==> src/rtl/gmmd_pkg.sv <==
// Shared types, codes and data conversion functions for the guest memory map decoder.
// No dependencies.
package gmmd_pkg;

  localparam int HOST_BIG_ENDIAN_DEF = 0;
  localparam int BANK_SHIFT_DEF      = 16;
  localparam int CFG_INDEX_W         = 3;

  localparam logic [2:0] OP_RD_B = 3'd0;
  localparam logic [2:0] OP_RD_W = 3'd1;
  localparam logic [2:0] OP_RD_L = 3'd2;
  localparam logic [2:0] OP_WR_B = 3'd3;
  localparam logic [2:0] OP_WR_W = 3'd4;
  localparam logic [2:0] OP_WR_L = 3'd5;

  localparam logic [1:0] REGION_EMPTY = 2'd0;
  localparam logic [1:0] REGION_RAM   = 2'd1;
  localparam logic [1:0] REGION_ROM   = 2'd2;
  localparam logic [1:0] REGION_FRAME = 2'd3;

  localparam logic [1:0] W_BYTE = 2'd0;
  localparam logic [1:0] W_HALF = 2'd1;
  localparam logic [1:0] W_LONG = 2'd2;

  localparam logic [1:0] FB_DIRECT = 2'd0;
  localparam logic [1:0] FB_555    = 2'd1;
  localparam logic [1:0] FB_565    = 2'd2;
  localparam logic [1:0] FB_888    = 2'd3;

  localparam logic [CFG_INDEX_W-1:0] CFG_ADDR24      = 3'd0;
  localparam logic [CFG_INDEX_W-1:0] CFG_RAM_BASE    = 3'd1;
  localparam logic [CFG_INDEX_W-1:0] CFG_RAM_BYTES   = 3'd2;
  localparam logic [CFG_INDEX_W-1:0] CFG_ROM_BASE    = 3'd3;
  localparam logic [CFG_INDEX_W-1:0] CFG_ROM_BYTES   = 3'd4;
  localparam logic [CFG_INDEX_W-1:0] CFG_FRAME_BASE  = 3'd5;
  localparam logic [CFG_INDEX_W-1:0] CFG_FRAME_BYTES = 3'd6;
  localparam logic [CFG_INDEX_W-1:0] CFG_FRAME_LAYOUT = 3'd7;

  typedef struct packed {
    logic [2:0]  opcode;
    logic [31:0] address;
    logic [31:0] write_data;
    logic [31:0] store_data;
  } in_t;

  typedef struct packed {
    logic [1:0]  region;
    logic [31:0] offset;
    logic        store_write;
    logic [31:0] data_out;
  } out_t;

  typedef struct packed {
    logic        addressing_24bit;
    logic [31:0] ram_base;
    logic [31:0] ram_bytes;
    logic [31:0] rom_base;
    logic [31:0] rom_bytes;
    logic [31:0] frame_base;
    logic [31:0] frame_bytes;
    logic [1:0]  frame_layout;
  } cfg_t;

  // classified access, queued between front and back
  typedef struct packed {
    logic [1:0]  region;
    logic [31:0] eff;
    logic [31:0] base;
    logic [2:0]  opcode;
    logic [31:0] write_data;
    logic [31:0] store_data;
  } cls_t;

  function automatic logic [1:0] access_width(logic [2:0] op);
    logic [1:0] w;
    unique case (op)
      OP_RD_B, OP_WR_B: w = W_BYTE;
      OP_RD_W, OP_WR_W: w = W_HALF;
      OP_RD_L, OP_WR_L: w = W_LONG;
      default:          w = W_BYTE;
    endcase
    return w;
  endfunction

  function automatic logic [31:0] half_swap(logic [31:0] v, logic hbe);
    return hbe ? v : {v[15:0], v[31:16]};
  endfunction

  function automatic logic [31:0] endian_conv(logic [31:0] v, logic [1:0] w, logic hbe);
    logic [31:0] r;
    unique case (w)
      W_BYTE:  r = {24'h0, v[7:0]};
      W_HALF:  r = hbe ? {16'h0, v[15:0]} : {16'h0, v[7:0], v[15:8]};
      default: r = hbe ? v : {v[7:0], v[15:8], v[23:16], v[31:24]};
    endcase
    return r;
  endfunction

  function automatic logic [31:0] frame_read(logic [31:0] sd, logic [1:0] w, logic a24,
                                             logic [1:0] layout, logic hbe);
    logic [31:0] l;
    logic [31:0] r;
    if (a24 || layout == FB_DIRECT || w == W_BYTE) begin
      r = endian_conv(sd, w, hbe);
    end else if (layout == FB_888) begin
      r = (w == W_LONG) ? sd : endian_conv(sd, w, hbe);
    end else if (layout == FB_555) begin
      r = (w == W_LONG) ? half_swap(sd, hbe) : {16'h0, sd[15:0]};
    end else if (w == W_LONG) begin
      l = (sd & 32'h001f001f) | ((sd >> 1) & 32'h7fe07fe0);
      r = half_swap(l, hbe);
    end else begin
      l = {16'h0, sd[15:0]};
      r = (l & 32'h0000001f) | ((l >> 1) & 32'h00007fe0);
    end
    return r;
  endfunction

  function automatic logic [31:0] frame_write(logic [31:0] wd, logic [1:0] w, logic a24,
                                              logic [1:0] layout, logic hbe);
    logic [31:0] l;
    logic [31:0] r;
    if (a24 || layout == FB_DIRECT || w == W_BYTE) begin
      r = endian_conv(wd, w, hbe);
    end else if (layout == FB_888) begin
      r = (w == W_LONG) ? wd : endian_conv(wd, w, hbe);
    end else if (layout == FB_555) begin
      r = (w == W_LONG) ? half_swap(wd, hbe) : {16'h0, wd[15:0]};
    end else if (w == W_LONG) begin
      l = (wd & 32'h001f001f) | ((wd << 1) & 32'hffc0ffc0);
      r = half_swap(l, hbe);
    end else begin
      l = {16'h0, wd[15:0]};
      r = ((l & 32'h0000001f) | ((l << 1) & 32'h0000ffc0)) & 32'h0000ffff;
    end
    return r;
  endfunction

endpackage

==> src/rtl/gmmd_fifo.sv <==
// Two-entry queue of classified accesses between the front and back halves.
// Depends on gmmd_pkg.
module gmmd_fifo (
  input  logic          clk,
  input  logic          rst,
  input  logic          push,
  input  gmmd_pkg::cls_t push_data,
  input  logic          pop,
  output gmmd_pkg::cls_t head,
  output logic          head_valid,
  output logic          full
);
  import gmmd_pkg::*;

  localparam int DEPTH = 2;
  localparam int PW    = $clog2(DEPTH);
  localparam int CW    = $clog2(DEPTH + 1);

  cls_t          mem [DEPTH];
  logic [PW-1:0] wr_ptr;
  logic [PW-1:0] rd_ptr;
  logic [CW-1:0] count;

  assign head       = mem[rd_ptr];
  assign head_valid = (count != '0);
  assign full       = (count == CW'(DEPTH));

  always_ff @(posedge clk) begin
    if (push) begin
      mem[wr_ptr] <= push_data;
    end
  end

  always_ff @(posedge clk) begin
    if (rst) begin
      wr_ptr <= '0;
      rd_ptr <= '0;
      count  <= '0;
    end else begin
      if (push) begin
        wr_ptr <= wr_ptr + 1'b1;
      end
      if (pop) begin
        rd_ptr <= rd_ptr + 1'b1;
      end
      if (push && !pop) begin
        count <= count + 1'b1;
      end else if (pop && !push) begin
        count <= count - 1'b1;
      end
    end
  end

endmodule

==> src/rtl/gmmd_front.sv <==
// Front half: takes input beats and classifies them by bank into a region.
// Depends on gmmd_pkg.
module gmmd_front #(
  parameter int BANK_SHIFT = gmmd_pkg::BANK_SHIFT_DEF
) (
  input  gmmd_pkg::cfg_t cfg,
  input  logic           in_valid,
  input  gmmd_pkg::in_t  in_data,
  input  logic           queue_full,
  output logic           in_stall,
  output logic           push,
  output gmmd_pkg::cls_t cls
);
  import gmmd_pkg::*;

  localparam int BW = 32 - BANK_SHIFT;
  localparam int MW = 24 - BANK_SHIFT;
  localparam logic [BW:0]   MIRROR_BANKS = {{BW{1'b0}}, 1'b1} << MW;
  localparam logic [BW-1:0] MIRROR_MASK  = MIRROR_BANKS[BW-1:0] - {{(BW-1){1'b0}}, 1'b1};

  function automatic logic in_region(logic [BW-1:0] bank, logic [BW-1:0] start,
                                     logic [BW:0] size, logic a24);
    logic [BW-1:0] diff;
    logic          hit;
    diff = bank - start;
    if (a24 && ({1'b0, start} < MIRROR_BANKS)) begin
      hit = (size >= MIRROR_BANKS) || ({1'b0, diff & MIRROR_MASK} < size);
    end else begin
      hit = ({1'b0, diff} < size);
    end
    return hit;
  endfunction

  logic [BW-1:0] bank;
  logic [31:0]   ram_clip;
  logic [BW:0]   ram_sz;
  logic [BW:0]   rom_sz;
  logic [BW:0]   frame_sz;
  logic          is_write;
  logic [1:0]    region;

  assign in_stall = queue_full;
  assign push     = in_valid && !queue_full;

  assign bank     = in_data.address[31:BANK_SHIFT];
  assign ram_clip = (cfg.ram_bytes > cfg.rom_base) ? cfg.rom_base : cfg.ram_bytes;
  assign ram_sz   = {1'b0, ram_clip[31:BANK_SHIFT]};
  assign rom_sz   = {1'b0, cfg.rom_bytes[31:BANK_SHIFT]};
  assign frame_sz = {1'b0, cfg.frame_bytes[31:BANK_SHIFT]} + {{BW{1'b0}}, 1'b1};
  assign is_write = (in_data.opcode >= OP_WR_B) && (in_data.opcode <= OP_WR_L);

  always_comb begin
    priority if (in_region(bank, cfg.frame_base[31:BANK_SHIFT], frame_sz,
                           cfg.addressing_24bit)) begin
      region = REGION_FRAME;
    end else if (in_region(bank, cfg.rom_base[31:BANK_SHIFT], rom_sz,
                           cfg.addressing_24bit)) begin
      region = REGION_ROM;
    end else if (in_region(bank, cfg.ram_base[31:BANK_SHIFT], ram_sz,
                           cfg.addressing_24bit)) begin
      region = REGION_RAM;
    end else begin
      region = REGION_EMPTY;
    end
  end

  always_comb begin
    cls.region     = region;
    cls.opcode     = in_data.opcode;
    cls.write_data = in_data.write_data;
    cls.store_data = in_data.store_data;
    unique case (region)
      REGION_RAM:   cls.base = cfg.ram_base;
      REGION_ROM:   cls.base = cfg.rom_base;
      REGION_FRAME: cls.base = cfg.frame_base;
      default:      cls.base = '0;
    endcase
    // frame writes keep the full address
    if (cfg.addressing_24bit && region != REGION_EMPTY &&
        !(region == REGION_FRAME && is_write)) begin
      cls.eff = {8'h0, in_data.address[23:0]};
    end else begin
      cls.eff = in_data.address;
    end
  end

endmodule

==> src/rtl/gmmd_back.sv <==
// Back half: forms offset, write enable and converted data into the output register.
// Depends on gmmd_pkg.
module gmmd_back #(
  parameter int HOST_BIG_ENDIAN = gmmd_pkg::HOST_BIG_ENDIAN_DEF
) (
  input  logic           clk,
  input  logic           rst,
  input  gmmd_pkg::cfg_t cfg,
  input  gmmd_pkg::cls_t head,
  input  logic           head_valid,
  output logic           pop,
  output logic           out_valid,
  input  logic           out_stall,
  output gmmd_pkg::out_t out_data
);
  import gmmd_pkg::*;

  localparam logic HBE = (HOST_BIG_ENDIAN != 0);

  logic [1:0]  w;
  logic        op_valid;
  logic        is_write;
  out_t        result;

  assign pop      = head_valid && (!out_valid || !out_stall);
  assign w        = access_width(head.opcode);
  assign op_valid = (head.opcode <= OP_WR_L);
  assign is_write = op_valid && (head.opcode >= OP_WR_B);

  always_comb begin
    result.region      = head.region;
    result.offset      = head.eff - head.base;
    result.store_write = 1'b0;
    result.data_out    = '0;
    if (op_valid) begin
      if (!is_write) begin
        unique case (head.region)
          REGION_RAM, REGION_ROM: result.data_out = endian_conv(head.store_data, w, HBE);
          REGION_FRAME: result.data_out = frame_read(head.store_data, w,
                                                     cfg.addressing_24bit,
                                                     cfg.frame_layout, HBE);
          default: result.data_out = '0;
        endcase
      end else begin
        unique case (head.region)
          REGION_RAM: begin
            result.data_out    = endian_conv(head.write_data, w, HBE);
            result.store_write = 1'b1;
          end
          REGION_FRAME: begin
            result.data_out    = frame_write(head.write_data, w, cfg.addressing_24bit,
                                             cfg.frame_layout, HBE);
            result.store_write = 1'b1;
          end
          default: result.data_out = '0;
        endcase
      end
    end
  end

  always_ff @(posedge clk) begin
    if (rst) begin
      out_valid <= 1'b0;
    end else if (!out_valid || !out_stall) begin
      out_valid <= head_valid;
    end
  end

  always_ff @(posedge clk) begin
    if (pop) begin
      out_data <= result;
    end
  end

endmodule

==> src/rtl/guest_memory_map_decoder.sv <==
// Guest memory map decoder: one access beat in, one result beat out, registered in the
// queue, then the output register; one beat per cycle sustained while out_stall is low.
// The front half classifies in the accept cycle, a two-entry queue decouples it from the
// back half, which registers the result. in_stall rises only when that queue is full.
// Synchronous reset clears all configuration registers to zero and empties queue and
// output register.
// Top level; depends on gmmd_pkg, gmmd_front, gmmd_fifo and gmmd_back.
module guest_memory_map_decoder #(
  parameter int HOST_BIG_ENDIAN = gmmd_pkg::HOST_BIG_ENDIAN_DEF,
  parameter int BANK_SHIFT      = gmmd_pkg::BANK_SHIFT_DEF
) (
  input  logic                               clk,
  input  logic                               rst,
  input  logic                               in_valid,
  output logic                               in_stall,
  input  gmmd_pkg::in_t                      in_data,
  output logic                               out_valid,
  input  logic                               out_stall,
  output gmmd_pkg::out_t                     out_data,
  input  logic                               cfg_write,
  input  logic [gmmd_pkg::CFG_INDEX_W-1:0]   cfg_index,
  input  logic [31:0]                        cfg_data
);
  import gmmd_pkg::*;

  cfg_t cfg;
  cls_t cls;
  cls_t head;
  logic push;
  logic pop;
  logic head_valid;
  logic queue_full;

  always_ff @(posedge clk) begin
    if (rst) begin
      cfg <= '0;
    end else if (cfg_write) begin
      unique case (cfg_index)
        CFG_ADDR24:       cfg.addressing_24bit <= cfg_data[0];
        CFG_RAM_BASE:     cfg.ram_base         <= cfg_data;
        CFG_RAM_BYTES:    cfg.ram_bytes        <= cfg_data;
        CFG_ROM_BASE:     cfg.rom_base         <= cfg_data;
        CFG_ROM_BYTES:    cfg.rom_bytes        <= cfg_data;
        CFG_FRAME_BASE:   cfg.frame_base       <= cfg_data;
        CFG_FRAME_BYTES:  cfg.frame_bytes      <= cfg_data;
        CFG_FRAME_LAYOUT: cfg.frame_layout     <= cfg_data[1:0];
      endcase
    end
  end

  gmmd_front #(
    .BANK_SHIFT (BANK_SHIFT)
  ) u_front (
    .cfg        (cfg),
    .in_valid   (in_valid),
    .in_data    (in_data),
    .queue_full (queue_full),
    .in_stall   (in_stall),
    .push       (push),
    .cls        (cls)
  );

  gmmd_fifo u_fifo (
    .clk        (clk),
    .rst        (rst),
    .push       (push),
    .push_data  (cls),
    .pop        (pop),
    .head       (head),
    .head_valid (head_valid),
    .full       (queue_full)
  );

  gmmd_back #(
    .HOST_BIG_ENDIAN (HOST_BIG_ENDIAN)
  ) u_back (
    .clk        (clk),
    .rst        (rst),
    .cfg        (cfg),
    .head       (head),
    .head_valid (head_valid),
    .pop        (pop),
    .out_valid  (out_valid),
    .out_stall  (out_stall),
    .out_data   (out_data)
  );

endmodule

==> config.mk <==
export PLATFORM = sky130hd
export DESIGN_NAME = guest_memory_map_decoder
export DESIGN_NICKNAME = d
export VERILOG_FILES = /design/src/rtl/gmmd_pkg.sv /design/src/rtl/gmmd_fifo.sv /design/src/rtl/gmmd_front.sv /design/src/rtl/gmmd_back.sv /design/src/rtl/guest_memory_map_decoder.sv
export SDC_FILE = /design/constraint.sdc
export NUM_CORES = 1
export LEC_CHECK = 0
export BUFFER_PORTS_ARGS = -buffer_cell sky130_fd_sc_hd__buf_2
export CORE_MARGIN = 4
export CORE_UTILIZATION = 50
export CTS_CLUSTER_DIAMETER = 200
export DETAILED_ROUTE_END_ITERATION = 10
export MAX_ROUTING_LAYER = met4
export PLACE_DENSITY = 0.71
export SLEW_MARGIN = 25
export SYNTH_ARGS = -nofsm -noshare
export SYNTH_HDL_FRONTEND = slang
export SYNTH_SLANG_ARGS = --single-unit
==> constraint.sdc <==
create_clock -name clk -period 9.4 [get_ports clk]
set_input_delay 0.94 -clock clk [delete_from_list [all_inputs] [get_ports clk]]
set_output_delay 0.94 -clock clk [all_outputs]
set_load 0.05 [all_outputs]
==> out/results.txt <==
The run gives 0.4925 as the sequential cell area fraction in the yosys report. In the final timing run, aggregate negative setup slack is 0 ps. The worst-case IR drop observed on VDD is 0.0002148 V. The slowest stage of the critical path belongs to the cell sky130_fd_sc_hd__and2_2. The total track usage came out at 0.3028. When the netlist entered floorplanning its net count stood at 3058. The launch instance of the worst register-to-register path is cfg[115]$_SDFFE_PP0P_.

The area of the core is 53810 um2. Sorting the synthesized cells by area gives the leading types as sky130_fd_sc_hd__edfxtp_1 (37%), sky130_fd_sc_hd__dfxtp_1 (12%), sky130_fd_sc_hd__ha_1 (7.3%). In this run the most critical hold path is launched from cfg[45]$_SDFFE_PP0P_. The library cell used most frequently in the layout, excluding fill and tap cells, is sky130_fd_sc_hd__nand2_1.

The share of async-settable or async-resettable flops after synthesis came out at 0. Once the clock tree was built, the setup fixing pass inserted 0 buffers. 208 I/O pins were placed. Buffers inserted to repair hold after CTS numbered 0.

The tools report the via count as 22350. On the critical path the largest part of the delay comes from compound AO/OA/AOI/OAI gates. The via count of the first global-routing pass came out at 20850. Based on the critical path, the design can be clocked at up to 170.4 MHz. In this run, the number of DRC markers left after iteration 0 of detailed routing was 2252.

In this run the worst setup path begins at in_data[80]. The first global-routing pass estimated 129400 um of wire. By startpoint and endpoint, the worst setup path is classified as primary input to register. Clock tree synthesis selected as its root buffer the cell sky130_fd_sc_hd__clkbuf_16. In the layout the commonest cells are sky130_fd_sc_hd__nand2_1 (464), sky130_fd_sc_hd__edfxtp_1 (333), sky130_fd_sc_hd__a21oi_1 (289). The floorplan has 85 rows.

Summed over all layers, the global routing overflow is 0. The post-synthesis to final-layout area growth is 12.58%. After detailed placement, the design holds a cell count of 3546. Summed over all layers, the routed wires come to 88150 um. The number of setup violations in the final report is 0.

The worst endpoint data arrival time is 6320 ps. In this run the power density over the cells is 294.6 nW/um2. The mapped netlist covers 27170 um2.

For this design the static power due to leakage is 11.13 nW. The clock net sink count came out at 502. The worst-path maximum fanout is 35. The tools report the final weighted congestion in routability-driven placement as 0.9656. The number of distinct standard cells referenced by the synthesized netlist came out at 74.

The run gives 0 as the final number of max-transition violations. The post-synthesis area per instance was 9.860 um2; the final routed wire length divided by cell count was 24.16 um. For the latest clock arrival within the worst-skew pair, the log shows 620 ps. Subtracting the final worst setup slack from the clock period gives 5867 ps. The data required time at the worst endpoint is 9850 ps, and the clock transition at the registers of the reported paths is 60 ps.

The initial antenna violation count is 7, and the number of DRC violations after detailed routing is 0. From left edge to right edge, the die measures 241.1 um. Critical path's largest stage delay: 820 ps. Using the TritonRoute via totals, the vias-per-cell ratio works out to 6.125. In this run the tool buffered the top-level ports with 207 buffer cells. In the synthesized netlist the dominant register cell turns out to be sky130_fd_sc_hd__edfxtp_1. In this run, post-CTS repair resized a total of 0 instances. Counting along the longest clock path gives a buffer depth of 3. The die is 241.1 um tall.

The worst-margin pin slew works out to 1100 ps. TritonCTS built the clock tree. Clock skew on the completed layout was measured at 23.21 ps.

The worst hold path belongs to the class register to register. The first detailed-routing pass took 9 iterations. The initial cell density of the core is 0.5050, and the number of hold violations in the final report is 0.

The maximum number of pins on one net before global-route repair is 134. The capturing element type of the critical path was a register. The number of enable flip-flop cells after synthesis was 333. Setup repair after global routing left no endpoint under its margin.

Detailed placement finished with a half-perimeter wire length of 63740 um. Synthesis inferred 502 register bits. Post-synthesis cell type with the largest combined area: sky130_fd_sc_hd__edfxtp_1.

The fraction of layout cells with a size suffix above 1 was 0.1408; the yosys synthesis warning count was 0. The area share of the largest cell type after synthesis works out to 0.3680. The H-tree was split into 2 levels. In this run the remaining antenna-violating nets after routing total 0.

The final worst-path cycle share works out to 0.6242. The run finished with clean final reports. TritonCTS created 53 clock buffers. STA classifies the critical path startpoint as a primary input. The overall die area is 58140 um2, and the reported max-cap violation count is 0.

The tools report the number of nets in the layout as 3207. After the flow finishes, the layout carries non-filler instances totaling 3649. The number of buffers and inverters on the critical path was 3; the headroom to the max-slew limit was 0.2455. The critical path goes through buf_2 -> inv_1 -> ha_1 -> nor2b_1 -> o21ai_0 -> a21boi_0 -> o211ai_1 -> a21oi_1 -> a2111oi_0 -> nor4_1 -> o211ai_1 -> or3b_2 -> ha_1 -> nand4_1 -> a21oi_1 -> o41a_1 -> buf_4 -> and2_2 -> a311o_1. Synthesis produced 2756 cells. For the final cell utilization of the core, the log shows 0.5685.
-- cells in the mapped netlist (7+ instances only) --
master                        n
sky130_fd_sc_hd__o21bai_1     8
sky130_fd_sc_hd__o22ai_1     49
sky130_fd_sc_hd__buf_2       15
sky130_fd_sc_hd__nor4_1      10
sky130_fd_sc_hd__xor2_1      31
sky130_fd_sc_hd__mux2_2      55
sky130_fd_sc_hd__a21o_1      32
sky130_fd_sc_hd__inv_1      114
sky130_fd_sc_hd__a22o_1      14
sky130_fd_sc_hd__a21oi_1    290
sky130_fd_sc_hd__nor3_1      61
sky130_fd_sc_hd__edfxtp_1   333
sky130_fd_sc_hd__o2111ai_1    8
sky130_fd_sc_hd__nand2b_1    14
sky130_fd_sc_hd__ha_1       159
sky130_fd_sc_hd__a311o_1     32
sky130_fd_sc_hd__clkbuf_1   116
sky130_fd_sc_hd__a31oi_1     19
sky130_fd_sc_hd__a31o_2       8
sky130_fd_sc_hd__o211ai_1    32
sky130_fd_sc_hd__nor2_1     157
sky130_fd_sc_hd__nand3_1     53
sky130_fd_sc_hd__nand4_1     16
sky130_fd_sc_hd__or3_1       17
sky130_fd_sc_hd__o21a_1      12
sky130_fd_sc_hd__a2111oi_0    7
sky130_fd_sc_hd__a22oi_1      7
sky130_fd_sc_hd__dfxtp_1    169
sky130_fd_sc_hd__and3_1      17
sky130_fd_sc_hd__a211oi_1    16
sky130_fd_sc_hd__o21ai_0     95
sky130_fd_sc_hd__and2_1       9
sky130_fd_sc_hd__and2_0      20
sky130_fd_sc_hd__buf_1       13
sky130_fd_sc_hd__a21boi_0    16
sky130_fd_sc_hd__mux2i_1     98
sky130_fd_sc_hd__nand2_1    464
sky130_fd_sc_hd__o221ai_1     9
sky130_fd_sc_hd__xnor2_1     58
sky130_fd_sc_hd__nor2b_1     19
-- cells by family after synthesis --
| kind of cell | after synthesis | synth area share |
|---|---|---|
| XOR/XNOR | 89 | 0.02868 |
| buffers and inverters | 264 | 0.03831 |
| adder cells (fa/ha/maj) | 163 | 0.07615 |
| AND/OR/NAND/NOR | 880 | 0.1419 |
| flip-flops | 502 | 0.4925 |
| AO/OA/AOI/OAI | 705 | 0.1636 |
| multiplexers | 153 | 0.05889 |
-- sequential cells by signal, summed over array words and instances, names as in the netlist, named ones only --
name              flops
u_back.out_data      67
u_fifo.wr_ptr         1
u_fifo.mem          266
u_fifo.rd_ptr         1
cfg                 163
u_fifo.count          2
u_back.out_valid      1
-- per-layer routing --
| layer | vias to the layer above | wire [um] | track usage |
|---|---|---|---|
| met2 | 1034 | 36310 | 0.4110 |
| met1 | 10830 | 39520 | 0.4454 |
| met4 | 0 | 2255 | 0.07720 |
| met5 | - | 0 | - |
| li1 | 10350 | - | - |
| met3 | 141 | 10070 | 0.08662 |
-- worst register-to-register path, delay by kind of cell, from the launching register on --
family	cells	cell delay, ps
buffers and inverters	2	620
AND/OR/NAND/NOR	5	1740
flip-flops	1	310
AO/OA/AOI/OAI	9	2420
adder cells (fa/ha/maj)	2	570
-- worst paths after layout --
| path | endpoint | slack [ps] | cells after the start |
|---|---|---|---|
| max | u_fifo.mem[0][95]$_DFFE_PP_ | 3530 | 19 |
| min | cfg[45]$_SDFFE_PP0P_ | 450 | 2 |
| min reg2reg | cfg[45]$_SDFFE_PP0P_ | 450 | 2 |
| max reg2reg | u_fifo.mem[0][95]$_DFFE_PP_ | 3570 | 18 |
-- power by group --
part / switching (W) / internal [W] / total [W] / leakage [nW]
registers: 0.000132 / 0.00288 / 0.00302 / 4.52
logic: 0.00271 / 0.00120 / 0.00391 / 5.74
clock network: 0.000880 / 0.00120 / 0.00208 / 0.859
total: 0.00373 / 0.00529 / 0.00901 / 11.1
-- area by class of cell --
type | instances | area (um2)
Sequential cell | 502 | 13390
Antenna cell | 5 | 12.51
Multi-Input combinational cell | 1990 | 12820
Inverter | 115 | 431.7
Clock buffer | 78 | 1554
Fill cell | 4650 | 23220
Clock inverter | 20 | 180.2
Timing Repair Buffer | 243 | 1335
Tap cell | 696 | 870.8
-- stage by stage --
step,worst slack [ps],hold slack (ps),instance area [um2],power [W]
global route,3241,464.9,30590,0.009426
CTS,3575,451.4,30570,0.008981
global placement,2994,438.1,28830,0.006822
floorplan,2222,432.5,27170,0.005763
finish,3533,450.0,30590,0.009013
detailed placement,2949,443.3,28840,0.006888
Power figures use the tool's default switching activity.
